**config.mk**
```make
export PLATFORM = sky130hd
export DESIGN_NAME = rtp_header_parser_core
export DESIGN_NICKNAME = d
export VERILOG_FILES = /design/src/rtl/rtp_hdr_pkg.sv /design/src/rtl/rtp_hdr_track.sv /design/src/rtl/rtp_hdr_check.sv /design/src/rtl/rtp_header_parser_core.sv
export SDC_FILE = /design/constraint.sdc
export NUM_CORES = 1
export LEC_CHECK = 0
export BUFFER_PORTS_ARGS = -buffer_cell sky130_fd_sc_hd__buf_4
export CAP_MARGIN = 15
export CORE_ASPECT_RATIO = 2
export CORE_MARGIN = 2
export CORE_UTILIZATION = 48
export DETAILED_ROUTE_END_ITERATION = 6
export GPL_TIMING_DRIVEN = 1
export PLACE_DENSITY = 0.67
export SYNTH_ARGS = -nofsm -noshare
export SYNTH_HDL_FRONTEND = slang
export SYNTH_SLANG_ARGS = --single-unit
```
**constraint.sdc**
```tcl
create_clock -name clk_i -period 12.2 [get_ports clk_i]
set_input_delay 0 -clock clk_i [delete_from_list [all_inputs] [get_ports clk_i]]
set_output_delay 0 -clock clk_i [all_outputs]
set_load 0.005 [all_outputs]
```
**src/rtl/rtp_hdr_pkg.sv**
```systemverilog
// ----------------------------------------------------------------------------
// rtp_hdr_pkg
// Shared constants, status codes and word types of the RTP header parser.
// ----------------------------------------------------------------------------
`default_nettype none

package rtp_hdr_pkg;

  localparam int unsigned MAX_PACKET_BYTES = 2048;
  // position counter holds MAX_PACKET_BYTES + 1 (oversize mark)
  localparam int unsigned POS_W     = $clog2(MAX_PACKET_BYTES + 2);
  localparam int unsigned CAP_W     = 18;
  localparam int unsigned CMP_W     = 20;
  localparam int unsigned HDR_LEN_W = 11;
  localparam int unsigned CNT_W     = 4;
  localparam int unsigned ADDR_W    = 3;

  localparam logic [15:0]          ONE_BYTE_PROFILE = 16'hBEDE;
  localparam logic [CMP_W-1:0]     FIXED_HEADER     = CMP_W'(12);
  localparam logic [CMP_W-1:0]     EXT_HDR_BYTES    = CMP_W'(4);
  localparam logic [3:0]           RESERVED_ID      = 4'd15;
  localparam logic [3:0]           PAD_ID           = 4'd0;
  localparam logic [1:0]           RTP_VERSION      = 2'd2;
  localparam logic [CNT_W-1:0]     MAX_EXT_RESET    = CNT_W'(14);
  localparam logic [HDR_LEN_W-1:0] HDR_LEN_MAX      = {HDR_LEN_W{1'b1}};

  // register index, taken from paddr[2]
  localparam logic IDX_MAX_EXT = 1'b0;

  typedef enum logic [3:0] {
    ST_OK            = 4'd0,
    ST_SHORT         = 4'd1,
    ST_VERSION       = 4'd2,
    ST_CSRC_SHORT    = 4'd3,
    ST_ZERO_PAD      = 4'd4,
    ST_EXT_HDR_SHORT = 4'd5,
    ST_EXT_LONG      = 4'd6,
    ST_TOO_MANY      = 4'd7,
    ST_PAD_LONG      = 4'd8,
    ST_OVERSIZE      = 4'd9
  } status_e;

  // header state as it stands after the last byte of a packet
  typedef struct packed {
    logic [POS_W-1:0] n;
    logic [7:0]       first;
    logic [7:0]       second;
    logic [7:0]       last_data;
    logic [15:0]      seq;
    logic [31:0]      stamp;
    logic [31:0]      source;
    logic [15:0]      profile;
    logic [CAP_W-1:0] cap;
    logic             too_many;
  } snap_t;

  typedef struct packed {
    status_e              status;
    logic                 marker;
    logic [6:0]           payload_kind;
    logic [15:0]          sequence_number;
    logic [31:0]          time_stamp;
    logic [31:0]          source_id;
    logic [HDR_LEN_W-1:0] header_length;
    logic [7:0]           padding_length;
  } result_t;

endpackage

`default_nettype wire

```
**src/rtl/rtp_hdr_track.sv**
```systemverilog
// ----------------------------------------------------------------------------
// rtp_hdr_track
// Per-byte header capture and one-byte extension walk. Gives the updated
// packet state as a snapshot and clears itself after a last byte.
// ----------------------------------------------------------------------------
`default_nettype none

module rtp_hdr_track (
  input  wire logic                               clk_i,
  input  wire logic                               rst_ni,
  input  wire logic                               step_i,
  input  wire logic [7:0]                         data_byte_i,
  input  wire logic                               last_byte_i,
  input  wire logic [rtp_hdr_pkg::CNT_W-1:0]      max_ext_i,
  output rtp_hdr_pkg::snap_t                      snap_o
);

  localparam int unsigned POS_W = rtp_hdr_pkg::POS_W;
  localparam int unsigned CAP_W = rtp_hdr_pkg::CAP_W;
  localparam int unsigned CMP_W = rtp_hdr_pkg::CMP_W;
  localparam int unsigned CNT_W = rtp_hdr_pkg::CNT_W;

  logic [POS_W-1:0] pos_q, pos_d;
  logic [7:0]       first_q, first_d;
  logic [7:0]       second_q, second_d;
  logic [15:0]      seq_q, seq_d;
  logic [31:0]      stamp_q, stamp_d;
  logic [31:0]      source_q, source_d;
  logic [15:0]      profile_q, profile_d;
  logic [CAP_W-1:0] cap_q, cap_d;
  logic [POS_W-1:0] next_q, next_d;
  logic [CNT_W-1:0] count_q, count_d;
  logic             stopped_q, stopped_d;
  logic             too_many_q, too_many_d;

  logic [CMP_W-1:0] pos_x;
  logic [CMP_W-1:0] hdr_x;
  logic [CMP_W-1:0] rel_x;
  logic             walk_en;

  assign pos_x = CMP_W'(pos_q);
  assign hdr_x = rtp_hdr_pkg::FIXED_HEADER + CMP_W'({first_q[3:0], 2'b00});
  assign rel_x = pos_x - (hdr_x + rtp_hdr_pkg::EXT_HDR_BYTES);

  // a walk step only lands on the byte where the next element starts
  assign walk_en = !stopped_q && !too_many_q && (rel_x == CMP_W'(next_q)) &&
                   ((CMP_W'(next_q) + CMP_W'(1)) < CMP_W'(cap_q));

  always_comb begin
    pos_d      = pos_q;
    first_d    = first_q;
    second_d   = second_q;
    seq_d      = seq_q;
    stamp_d    = stamp_q;
    source_d   = source_q;
    profile_d  = profile_q;
    cap_d      = cap_q;
    next_d     = next_q;
    count_d    = count_q;
    stopped_d  = stopped_q;
    too_many_d = too_many_q;

    if (step_i) begin
      if (pos_q < POS_W'(rtp_hdr_pkg::MAX_PACKET_BYTES)) begin
        pos_d = pos_q + POS_W'(1);
        priority if (pos_x == CMP_W'(0)) begin
          first_d = data_byte_i;
        end else if (pos_x == CMP_W'(1)) begin
          second_d = data_byte_i;
        end else if (pos_x < CMP_W'(4)) begin
          seq_d = {seq_q[7:0], data_byte_i};
        end else if (pos_x < CMP_W'(8)) begin
          stamp_d = {stamp_q[23:0], data_byte_i};
        end else if (pos_x < CMP_W'(12)) begin
          source_d = {source_q[23:0], data_byte_i};
        end else if (first_q[4]) begin
          priority if (pos_x == hdr_x) begin
            profile_d = {data_byte_i, 8'h00};
          end else if (pos_x == hdr_x + CMP_W'(1)) begin
            profile_d = profile_q | {8'h00, data_byte_i};
          end else if (pos_x == hdr_x + CMP_W'(2)) begin
            cap_d = {data_byte_i, 10'b0};
          end else if (pos_x == hdr_x + CMP_W'(3)) begin
            cap_d = cap_q | {8'h00, data_byte_i, 2'b00};
          end else if (profile_q == rtp_hdr_pkg::ONE_BYTE_PROFILE && walk_en) begin
            priority if (data_byte_i[7:4] == rtp_hdr_pkg::RESERVED_ID) begin
              stopped_d = 1'b1;
            end else if (data_byte_i[7:4] == rtp_hdr_pkg::PAD_ID) begin
              next_d = next_q + POS_W'(1);
            end else if (count_q >= max_ext_i) begin
              too_many_d = 1'b1;
            end else begin
              count_d = count_q + CNT_W'(1);
              next_d  = next_q + POS_W'(2) + POS_W'(data_byte_i[3:0]);
            end
          end else begin
            next_d = next_q;
          end
        end else begin
          first_d = first_q;
        end
      end else begin
        pos_d = POS_W'(rtp_hdr_pkg::MAX_PACKET_BYTES + 1);
      end
    end

    snap_o.n         = pos_d;
    snap_o.first     = first_d;
    snap_o.second    = second_d;
    snap_o.last_data = data_byte_i;
    snap_o.seq       = seq_d;
    snap_o.stamp     = stamp_d;
    snap_o.source    = source_d;
    snap_o.profile   = profile_d;
    snap_o.cap       = cap_d;
    snap_o.too_many  = too_many_d;

    if (step_i && last_byte_i) begin
      pos_d      = '0;
      first_d    = '0;
      second_d   = '0;
      seq_d      = '0;
      stamp_d    = '0;
      source_d   = '0;
      profile_d  = '0;
      cap_d      = '0;
      next_d     = '0;
      count_d    = '0;
      stopped_d  = 1'b0;
      too_many_d = 1'b0;
    end
  end

  always_ff @(posedge clk_i or negedge rst_ni) begin
    if (!rst_ni) begin
      pos_q      <= '0;
      first_q    <= '0;
      second_q   <= '0;
      seq_q      <= '0;
      stamp_q    <= '0;
      source_q   <= '0;
      profile_q  <= '0;
      cap_q      <= '0;
      next_q     <= '0;
      count_q    <= '0;
      stopped_q  <= 1'b0;
      too_many_q <= 1'b0;
    end else begin
      pos_q      <= pos_d;
      first_q    <= first_d;
      second_q   <= second_d;
      seq_q      <= seq_d;
      stamp_q    <= stamp_d;
      source_q   <= source_d;
      profile_q  <= profile_d;
      cap_q      <= cap_d;
      next_q     <= next_d;
      count_q    <= count_d;
      stopped_q  <= stopped_d;
      too_many_q <= too_many_d;
    end
  end

endmodule

`default_nettype wire

```
**src/rtl/rtp_hdr_check.sv**
```systemverilog
// ----------------------------------------------------------------------------
// rtp_hdr_check
// End-of-packet checks: status in priority order, header and padding length.
// ----------------------------------------------------------------------------
`default_nettype none

module rtp_hdr_check (
  input  rtp_hdr_pkg::snap_t   snap_i,
  output rtp_hdr_pkg::result_t result_o
);

  localparam int unsigned CMP_W     = rtp_hdr_pkg::CMP_W;
  localparam int unsigned HDR_LEN_W = rtp_hdr_pkg::HDR_LEN_W;

  logic [CMP_W-1:0]     n_x;
  logic [CMP_W-1:0]     h0_x;
  logic [CMP_W-1:0]     off_x;
  logic [CMP_W-1:0]     hl_x;
  logic [7:0]           padl;
  logic [HDR_LEN_W-1:0] hl;
  rtp_hdr_pkg::status_e st;

  assign n_x   = CMP_W'(snap_i.n);
  assign h0_x  = rtp_hdr_pkg::FIXED_HEADER + CMP_W'({snap_i.first[3:0], 2'b00});
  assign off_x = h0_x + rtp_hdr_pkg::EXT_HDR_BYTES;

  always_comb begin
    st   = rtp_hdr_pkg::ST_OK;
    hl_x = '0;
    padl = '0;
    priority if (n_x > CMP_W'(rtp_hdr_pkg::MAX_PACKET_BYTES)) begin
      st = rtp_hdr_pkg::ST_OVERSIZE;
    end else if (n_x < rtp_hdr_pkg::FIXED_HEADER) begin
      st = rtp_hdr_pkg::ST_SHORT;
    end else if (snap_i.first[7:6] != rtp_hdr_pkg::RTP_VERSION) begin
      st = rtp_hdr_pkg::ST_VERSION;
    end else if (n_x < h0_x) begin
      st = rtp_hdr_pkg::ST_CSRC_SHORT;
    end else begin
      hl_x = h0_x;
      if (snap_i.first[5]) begin
        padl = snap_i.last_data;
        if (snap_i.last_data == 8'h00) begin
          st = rtp_hdr_pkg::ST_ZERO_PAD;
        end
      end
      if (st == rtp_hdr_pkg::ST_OK && snap_i.first[4]) begin
        priority if (off_x > n_x) begin
          st = rtp_hdr_pkg::ST_EXT_HDR_SHORT;
        end else if (off_x + CMP_W'(snap_i.cap) > n_x) begin
          st = rtp_hdr_pkg::ST_EXT_LONG;
        end else if (snap_i.profile == rtp_hdr_pkg::ONE_BYTE_PROFILE && snap_i.too_many) begin
          st = rtp_hdr_pkg::ST_TOO_MANY;
        end else begin
          hl_x = off_x + CMP_W'(snap_i.cap);
        end
      end
      if (st == rtp_hdr_pkg::ST_OK && (hl_x + CMP_W'(padl)) > n_x) begin
        st = rtp_hdr_pkg::ST_PAD_LONG;
      end
    end
    hl = (hl_x > CMP_W'(rtp_hdr_pkg::HDR_LEN_MAX)) ? rtp_hdr_pkg::HDR_LEN_MAX
                                                   : hl_x[HDR_LEN_W-1:0];
  end

  always_comb begin
    result_o.status          = st;
    result_o.marker          = snap_i.second[7];
    result_o.payload_kind    = snap_i.second[6:0];
    result_o.sequence_number = snap_i.seq;
    result_o.time_stamp      = snap_i.stamp;
    result_o.source_id       = snap_i.source;
    result_o.header_length   = hl;
    result_o.padding_length  = padl;
  end

endmodule

`default_nettype wire

```
**src/rtl/rtp_header_parser_core.sv**
```systemverilog
// Path: a last byte passes the input register, the header state update and the
//   snapshot register, then the check and result register; out_stall_i can hold it.
// Throughput: one byte per cycle; only a last byte stalls, when the snapshot
//   stage is full and the result register waits on out_stall_i.
// Reset: rst_ni clears all packet state and the pipeline valids at once;
//   max_extension_elements resets to 14.
// ----------------------------------------------------------------------------
// rtp_header_parser_core
// Streaming RTP header parser with one-byte extension walk, APB config port.
// ----------------------------------------------------------------------------
`default_nettype none

module rtp_header_parser_core (
  input  wire logic                                 clk_i,
  input  wire logic                                 rst_ni,
  // byte input
  input  wire logic                                 in_valid_i,
  output      logic                                 in_stall_o,
  input  wire logic [7:0]                           data_byte_i,
  input  wire logic                                 last_byte_i,
  // result output
  output      logic                                 out_valid_o,
  input  wire logic                                 out_stall_i,
  output      logic [3:0]                           status_o,
  output      logic                                 marker_o,
  output      logic [6:0]                           payload_kind_o,
  output      logic [15:0]                          sequence_number_o,
  output      logic [31:0]                          time_stamp_o,
  output      logic [31:0]                          source_id_o,
  output      logic [rtp_hdr_pkg::HDR_LEN_W-1:0]    header_length_o,
  output      logic [7:0]                           padding_length_o,
  // config
  input  wire logic                                 psel,
  input  wire logic                                 penable,
  input  wire logic                                 pwrite,
  input  wire logic [rtp_hdr_pkg::ADDR_W-1:0]       paddr,
  input  wire logic [31:0]                          pwdata,
  output      logic [31:0]                          prdata,
  output      logic                                 pready
);

  localparam int unsigned CNT_W  = rtp_hdr_pkg::CNT_W;
  localparam int unsigned ADDR_W = rtp_hdr_pkg::ADDR_W;

  // config register
  logic [CNT_W-1:0] max_ext_q;
  logic             cfg_wr;

  assign pready = 1'b1;
  assign cfg_wr = psel && penable && pwrite && pready &&
                  (paddr[ADDR_W-1] == rtp_hdr_pkg::IDX_MAX_EXT);
  assign prdata = (paddr[ADDR_W-1] == rtp_hdr_pkg::IDX_MAX_EXT) ?
                  {{(32-CNT_W){1'b0}}, max_ext_q} : 32'h0;

  always_ff @(posedge clk_i or negedge rst_ni) begin
    if (!rst_ni) begin
      max_ext_q <= rtp_hdr_pkg::MAX_EXT_RESET;
    end else if (cfg_wr) begin
      max_ext_q <= pwdata[CNT_W-1:0];
    end
  end

  // pipeline control
  logic s1_valid_q, s1_valid_d;
  logic s1_last_q;
  logic [7:0] s1_data_q;
  logic s2_valid_q, s2_valid_d;
  logic out_valid_q, out_valid_d;
  logic out_free, s2_free, s1_consume, in_accept, s2_load, s2_move;

  rtp_hdr_pkg::snap_t   snap_c;
  rtp_hdr_pkg::snap_t   s2_snap_q;
  rtp_hdr_pkg::result_t res_c;
  rtp_hdr_pkg::result_t out_res_q;

  assign out_free   = !out_valid_q || !out_stall_i;
  assign s2_free    = !s2_valid_q || out_free;
  // non-last bytes only update state, a last byte needs the snapshot slot
  assign s1_consume = s1_valid_q && (!s1_last_q || s2_free);
  assign in_stall_o = s1_valid_q && !s1_consume;
  assign in_accept  = in_valid_i && !in_stall_o;
  assign s2_load    = s1_consume && s1_last_q;
  assign s2_move    = s2_valid_q && out_free;

  assign s1_valid_d  = in_accept || (s1_valid_q && !s1_consume);
  assign s2_valid_d  = s2_load || (s2_valid_q && !out_free);
  assign out_valid_d = s2_move || (out_valid_q && out_stall_i);

  always_ff @(posedge clk_i or negedge rst_ni) begin
    if (!rst_ni) begin
      s1_valid_q  <= 1'b0;
      s2_valid_q  <= 1'b0;
      out_valid_q <= 1'b0;
    end else begin
      s1_valid_q  <= s1_valid_d;
      s2_valid_q  <= s2_valid_d;
      out_valid_q <= out_valid_d;
    end
  end

  always_ff @(posedge clk_i) begin
    if (in_accept) begin
      s1_data_q <= data_byte_i;
      s1_last_q <= last_byte_i;
    end
    if (s2_load) begin
      s2_snap_q <= snap_c;
    end
    if (s2_move) begin
      out_res_q <= res_c;
    end
  end

  rtp_hdr_track u_track (
    .clk_i       (clk_i),
    .rst_ni      (rst_ni),
    .step_i      (s1_consume),
    .data_byte_i (s1_data_q),
    .last_byte_i (s1_last_q),
    .max_ext_i   (max_ext_q),
    .snap_o      (snap_c)
  );

  rtp_hdr_check u_check (
    .snap_i   (s2_snap_q),
    .result_o (res_c)
  );

  assign out_valid_o       = out_valid_q;
  assign status_o          = out_res_q.status;
  assign marker_o          = out_res_q.marker;
  assign payload_kind_o    = out_res_q.payload_kind;
  assign sequence_number_o = out_res_q.sequence_number;
  assign time_stamp_o      = out_res_q.time_stamp;
  assign source_id_o       = out_res_q.source_id;
  assign header_length_o   = out_res_q.header_length;
  assign padding_length_o  = out_res_q.padding_length;

`ifndef ASSERT_OFF
  // a waiting snapshot is never dropped while the output is blocked
  a_snap_held: assert property (@(posedge clk_i) disable iff (!rst_ni)
    s2_valid_q && !out_free |=> s2_valid_q)
    else $error("snapshot lost while output stalled");

  // input only stalls behind a last byte that has nowhere to go
  a_stall_cause: assert property (@(posedge clk_i) disable iff (!rst_ni)
    in_stall_o |-> s1_valid_q && s1_last_q && s2_valid_q)
    else $error("input stalled without a blocked last byte");

  // early failures carry no lengths
  a_fail_len: assert property (@(posedge clk_i) disable iff (!rst_ni)
    out_valid_o && (status_o == rtp_hdr_pkg::ST_OVERSIZE ||
                    status_o == rtp_hdr_pkg::ST_SHORT ||
                    status_o == rtp_hdr_pkg::ST_VERSION) |->
      header_length_o == '0 && padding_length_o == '0)
    else $error("lengths set on early failure");
`endif

endmodule

`default_nettype wire

```
=== Word-level counts from Yosys, hierarchy flattened ===
Index checks and enable logic that the tools add are counted.

* Memories kept: 0
* ROM bits: 0
* Register bits after elaboration: 438
* Input port bits: 51
* RAM bits: 0
* Latch bits: 0

* Equal/unequal tests: 23
* Mux-type cells: 159
* Reduce and logical (&&, ||, !) cells: 48
* Div/mod/pow operators: 0
* Add/subtract/negate cells: 16
* $lt $le $gt $ge: 13
* Shift-type cells: 0
* Multipliers: 0
* Bitwise gates (word level): 3

{| class="wikitable"
|+ Operators by type and width
! kind !! number
|-
| 2-to-1 mux 32 bit || 15
|-
| 2-to-1 mux 16 bit || 17
|-
| 2-to-1 mux 12 bit || 20
|-
| 2-to-1 mux 20 bit || 12
|-
| 2-to-1 mux 18 bit || 13
|-
| 2-to-1 mux 4 bit || 35
|-
| 2-to-1 mux 8 bit || 14
|-
| == test 12 x 20 -> 1 bit || 4
|-
| > comparator 20 x 12 -> 1 bit || 3
|-
| adder 20 x 2 -> 20 bit, second input constant || 2
|-
| adder 20 x 3 -> 20 bit, second input constant || 2
|-
| < comparator 12 x 4 -> 1 bit, second input constant || 3
|-
| == test 16 bit, second input constant || 2
|-
| 2-to-1 mux 1 bit || 32
|-
| inequality test 2 bit, second input constant || 13
|-
| adder 12 x 1 -> 12 bit, second input constant || 2
|-
| adder 20 x 1 -> 20 bit, second input constant || 1
|-
| adder 20 x 18 -> 20 bit || 1
|-
| adder 20 x 8 -> 20 bit || 1
|-
| == test 20 x 12 -> 1 bit || 1
|-
| > comparator 20 x 11 -> 1 bit, second input constant || 1
|-
| zero test 20 bit || 1
|-
| < comparator 12 x 20 -> 1 bit || 1
|-
| < comparator 20 x 18 -> 1 bit || 1
|-
| 29 further kinds || 65
|}

=== Depth between registers and ports, before layout ===
* Word-level depth: 21
* Depth in mapped cells: 40
* Mapped depth without buffers: 38

=== Cells and area by module ===
From an unflattened synthesis, not the netlist that was laid out.

* Cell total of the unflattened synthesis: 1,684
* Area, all modules: 20,943.8 um^2

{| class="wikitable"
|+ By module, submodules not included
! module !! seq. area each (um^2) !! cells each !! instances !! area an instance (um^2)
|-
| rtp_hdr_track || 4,003.8 || 934 || 1 || 9,205.1
|-
| rtp_header_parser_core || 8,316.7 || 329 || 1 || 8,709.6
|-
| rtp_hdr_check || 0.0 || 421 || 1 || 3,029.2
|}

=== Worst setup path before layout ===
No wires, ideal clock.

* Kind: register -> register
* Start: reg out_valid_q, in the netlist out_valid_o
* End: reg out_res_q, in the netlist header_length_o[0], enable pin
* Setup slack: 2.979 ns
* Data arrival time: 8.470 ns
* Setup time: 0.751 ns
* Cell stages (with the launch flop): 2
* Data required time: 11.449 ns
* Path through: dfrtp_1 > a21boi_0

* Longest elaborated chain between the ends: 3

{| class="wikitable"
|+ Ends and longest elaborated chain
! what !! RTL line !! text
|-
| from (decl) || rtp_header_parser_core.sv:68 || <nowiki>logic out_valid_q, out_valid_d;</nowiki>
|-
| from (signal assigned) || rtp_header_parser_core.sv:97 || <nowiki>out_valid_q <= out_valid_d;</nowiki>
|-
| zero test 1 bit || rtp_header_parser_core.sv:76 || <nowiki>assign out_free = !out_valid_q || !out_stall_i;</nowiki>
|-
| logical OR 1 bit || rtp_header_parser_core.sv:76 ||
|-
| logical AND 1 bit || rtp_header_parser_core.sv:83 || <nowiki>assign s2_move = s2_valid_q && out_free;</nowiki>
|-
| net s2_move || rtp_header_parser_core.sv:69 || <nowiki>logic out_free, s2_free, s1_consume, in_accept, s2_load, s2_move;</nowiki>
|-
| to (signal assigned) || rtp_header_parser_core.sv:110 || <nowiki>out_res_q <= res_c;</nowiki>
|-
| to (decl) || rtp_header_parser_core.sv:74 || <nowiki>rtp_hdr_pkg::result_t out_res_q;</nowiki>
|}

The timed path passes the listed nets, and every way through them passes these cells.
A chain may end at the register's enable or synchronous reset.

=== Worst setup path after layout ===
* Start: reg s2_snap_q[131] (netlist bit)
* End: reg out_res_q, in the netlist status_o[3] (data pin)

* Longest elaborated chain between the ends: 18
* Elaborated cells between the ends (all ways): 29
* Classes of those cells: add/sub: 4; order compare: 4; mux: 19; reduce/logical: 2

{| class="wikitable"
|+ Ends and longest elaborated chain
! what !! RTL line !! text
|-
| from (decl) || rtp_header_parser_core.sv:72 || <nowiki>rtp_hdr_pkg::snap_t s2_snap_q;</nowiki>
|-
| from (signal assigned) || rtp_header_parser_core.sv:107 || <nowiki>s2_snap_q <= snap_c;</nowiki>
|-
| adder 4 x 6 -> 7 bit (*) || rtp_hdr_check.sv:24 || <nowiki>assign h0_x = rtp_hdr_pkg::FIXED_HEADER + CMP_W'({snap_i.first[3:0], 2'b00});</nowiki>
|-
| adder 20 x 3 -> 20 bit || rtp_hdr_check.sv:25 || <nowiki>assign off_x = h0_x + rtp_hdr_pkg::EXT_HDR_BYTES;</nowiki>
|-
| adder 20 x 18 -> 20 bit || rtp_hdr_check.sv:50, rtp_hdr_check.sv:55 ||
|-
| > comparator 20 x 12 -> 1 bit / 2-to-1 mux 20 bit (equally long branches) || rtp_hdr_check.sv:50, rtp_hdr_check.sv:52 ||
|-
| 2-to-1 mux 20 bit || rtp_hdr_check.sv:50 || <nowiki>end else if (off_x + CMP_W'(snap_i.cap) > n_x) begin</nowiki>
|-
| 2-to-1 mux 20 bit || rtp_hdr_check.sv:48 || <nowiki>priority if (off_x > n_x) begin</nowiki>
|-
| 2-to-1 mux 20 bit || rtp_hdr_check.sv:47 || <nowiki>if (st == rtp_hdr_pkg::ST_OK && snap_i.first[4]) begin</nowiki>
|-
| 2-to-1 mux 20 bit || rtp_hdr_check.sv:37 || <nowiki>end else if (n_x < h0_x) begin</nowiki>
|-
| (+2 left out) || n/a ||
|-
| 2-to-1 mux 20 bit || rtp_hdr_check.sv:31 || <nowiki>priority if (n_x > CMP_W'(rtp_hdr_pkg::MAX_PACKET_BYTES)) begin</nowiki>
|-
| adder 20 x 8 -> 20 bit || rtp_hdr_check.sv:58 || <nowiki>if (st == rtp_hdr_pkg::ST_OK && (hl_x + CMP_W'(padl)) > n_x) begin</nowiki>
|-
| > comparator 20 x 12 -> 1 bit || rtp_hdr_check.sv:58 ||
|-
| logical AND 1 bit || rtp_hdr_check.sv:58 ||
|-
| 2-to-1 mux 4 bit || rtp_hdr_check.sv:58 ||
|-
| 2-to-1 mux 4 bit (*) || rtp_hdr_check.sv:37 ||
|-
| 2-to-1 mux 4 bit (*) || rtp_hdr_check.sv:35 || <nowiki>end else if (snap_i.first[7:6] != rtp_hdr_pkg::RTP_VERSION) begin</nowiki>
|-
| 2-to-1 mux 4 bit (*) || rtp_hdr_check.sv:33 || <nowiki>end else if (n_x < rtp_hdr_pkg::FIXED_HEADER) begin</nowiki>
|}

Every way passes the cells marked *; elsewhere a longest branch is shown, timed or not. The select of a mux whose other input is x is not followed.

==> impl_metrics.tcl <==
set metrics [dict create \
    grt_max_degree 136 \
    synth_edf_count 271 \
    grt_pass1_wl_mm 71.13 \
    area_delta_synth_final_pct 15.08 \
    dr.pass1.iters 5 \
    yosysTopAreaCellShare_pct 40.86 \
    fin_crit_sh_pct 77.03 \
    holdCritPathClass "in2reg" \
    max_stage_delay_ps 760 \
    rows 105 \
    portBuffers 137 \
    layout.nets 1927 \
    synthSimpleGateAreaFrac_pct 13.73 \
    ctsHoldBuffers 23 \
    crit_slowest_cell "nor4_1" \
    drive_gt1_share_pct 16.85 \
    clkSinkCount 438 \
    die-area_um2 43230 \
    synth_flop_cell "edfxtp_1" \
    die_w_um 148.0 \
    routed_wl_mm 45.90 \
    synthTopCellsByArea "edfxtp_1, dfrtp_1, ha_1, mux2_2, nand2_1" \
    grt-ovfl-total 0 \
    synth_compound_area_share_pct 7.778 \
    cts_tree "yes" \
    finalSetupViolations 0 \
    cts_resized 0 \
    slew_violations 0 \
    cts_buffer_depth 3 \
    fmax_mhz 106.4 \
    dp_hpwl_mm 31.95 \
    drt-initial-drc-count 667 \
    arrival_ps 9660 \
    max_cap_violations 0 \
    cts_root_buf "clkbuf_16" \
    synthXorXnorAreaFrac_pct 2.375 \
    power_mw 3.618 \
    ys_seq_area_share_pct 61.86 \
    synth_top_family_by_area "simple AND/OR/NAND/NOR gates" \
    ys_warn_count 0 \
    vias 12720 \
    ys_ff_latch 438 \
    core_um2 40990 \
    ys_types 82 \
    numCtsBuffers 38 \
    tns_ps 0 \
    yosys.area.top_type "edfxtp_1" \
    min_period_ps 9398 \
    synth_area_um2 19920 \
    hold_ws_ps 168.8 \
    avgSynthCellArea_um2 12.26 \
    place_congestion 0.9488 \
    worstSetupPathType "reg2reg" \
    hold_viol 0 \
    clk_latency_ps 550 \
    leakagePower_nw 9.961 \
    rsz0062_at_grt "false" \
    start_util_pct 48.59 \
    vdd_drop_max_mv 0.1322 \
    worstMarginPinSlew_ps 1004 \
    clk_pin_slew_ps 70 \
    synth_cells 1625 \
    ys_top_cells_by_count "edfxtp_1, nand2_1, dfrtp_1" \
    dp_slack_ps 2907 \
    htree_levels 2 \
    grtUsageTotal_pct 21.30 \
    grt_pass1_vias 12980 \
    postCtsSetupBuffers 0 \
    async_flop_share_pct 38.13 \
    drc 0 \
    slew-limit-headroom_pct 31.37 \
    synth_mux_area_share_pct 4.134 \
    path_max_fanout 9 \
    post_drt_wl_per_cell_um 19.57 \
    final_util_pct 55.92 \
    setup_slack_ps 2802 \
    p_per_area_nw_per_um2 157.9 \
    ant_nets 0 \
    required_ps 12460 \
    antenna_found_initial 0 \
    outcome "finished, final reports clean" \
    die_height_um 292.1 \
    cpMostUsedCell "o21ai_0" \
    synth_most_common_cell "edfxtp_1" \
    synthAdderAreaFrac_pct 6.144 \
    via_per_inst 5.423 \
    n_antenna_cell 0 \
    io_pins 197 \
    start_kind "flip-flop" \
    clock_skew_ps 17.04 \
    cp-end-kind "flip-flop" \
]
-- metal layers --
metal	vias up	routed length, um	GRT usage (%)
met3	129	1637	2.516
met1	6201	16640	22.87
met2	336	25180	40.37
met4	0	2443	10.82
met5	-	0	0
li1	6050	-	-
-- worst max-delay path: cells and delay by family, from the launching register on --
kind            cells  cell delay, ps
compound gates     19            4380
fa+ha+maj           4            1490
xor+xnor            3            1250
simple gates        5            1170
flops               1             530
buf+inv             1             280
-- state kept, by name (all words and copies together), names as in the netlist, 11 cells and up --
register	flops
header_length_o	11
s2_snap_q	151
sequence_number_o	16
source_id_o	32
time_stamp_o	32
u_track.cap_q	18
u_track.next_q	12
u_track.pos_q	12
u_track.profile_q	16
u_track.seq_q	16
u_track.source_q	32
u_track.stamp_q	32
-- logic make-up (layout without fill, tap and decap cells) --
kind of cell / count (synthesis) / in the layout
flops: 438 / 438
fa+ha+maj: 96 / 96
simple gates: 550 / 550
xor+xnor: 54 / 54
other cells: 2 / 31
buf+inv: 170 / 326
mux: 74 / 74
compound gates: 241 / 241
-- power by group --
part,internal [mW],switching (mW),leakage [nW]
Sequential,1.69,0.0521,4.89
Clock,0.697,0.551,0.634
Combinational,0.257,0.366,4.43
Total,2.65,0.969,9.96
-- final timing paths --
check | start | endpoint | slack (ps) | cells after the start
worst max-delay path | s2_snap_q[131] | status_o[3] | 2800 | 32
worst min-delay path | data_byte_i[2] | s1_data_q[2] | 170 | 2
worst max register to register | s2_snap_q[131] | status_o[3] | 2800 | 32
worst min register to register | s2_snap_q[130] | marker_o | 410 | 0
max in group asynchronous | rst_ni | u_track.second_q[2] | 9770 | 5
min in group asynchronous | rst_ni | u_track.source_q[31] | 520 | 3
-- placed cells by master (no fill, tap or decap), drive strengths merged, types with 9 or more instances in the layout --
master	synthesis	routed
inv	80	84
buf	42	151
a21oi	98	98
dlygate4sd3	0	23
clkinv	1	14
o21a	9	9
nor3	28	28
o31ai	10	10
and2	88	88
clkbuf	47	49
ha	93	93
conb	2	31
xnor2	36	36
nor2	97	97
a211oi	15	15
nor4	17	17
nand4	20	20
nand4b	9	9
dfrtp	164	164
mux2	66	66
a21o	15	15
nand3	20	20
edfxtp	271	271
xor2	18	18
nand2	196	196
and3	18	18
nor2b	12	12
o21ai	44	44
or3	14	14
-- cell type report --
class | count | area (um^2)
inverters | 81 | 311.5
multi-input cells | 1046 | 6943
fillers | 3424 | 18070
clock buffers | 48 | 1030
repair buffers | 175 | 1375
clock inverters | 22 | 270.3
well taps | 535 | 669.4
flip-flops and latches | 438 | 12320
-- through the flow --
step / instance area, um^2 / std cells
2_1_floorplan: 20020 / 1654
3_3_place_gp: 21380 / 2251
3_5_place_dp: 21380 / 2251
4_1_cts: 22910 / 2344
5_1_grt: 22920 / 2345
6_report: 22920 / 2345
No activity file was read; power rests on OpenSTA's default activity.
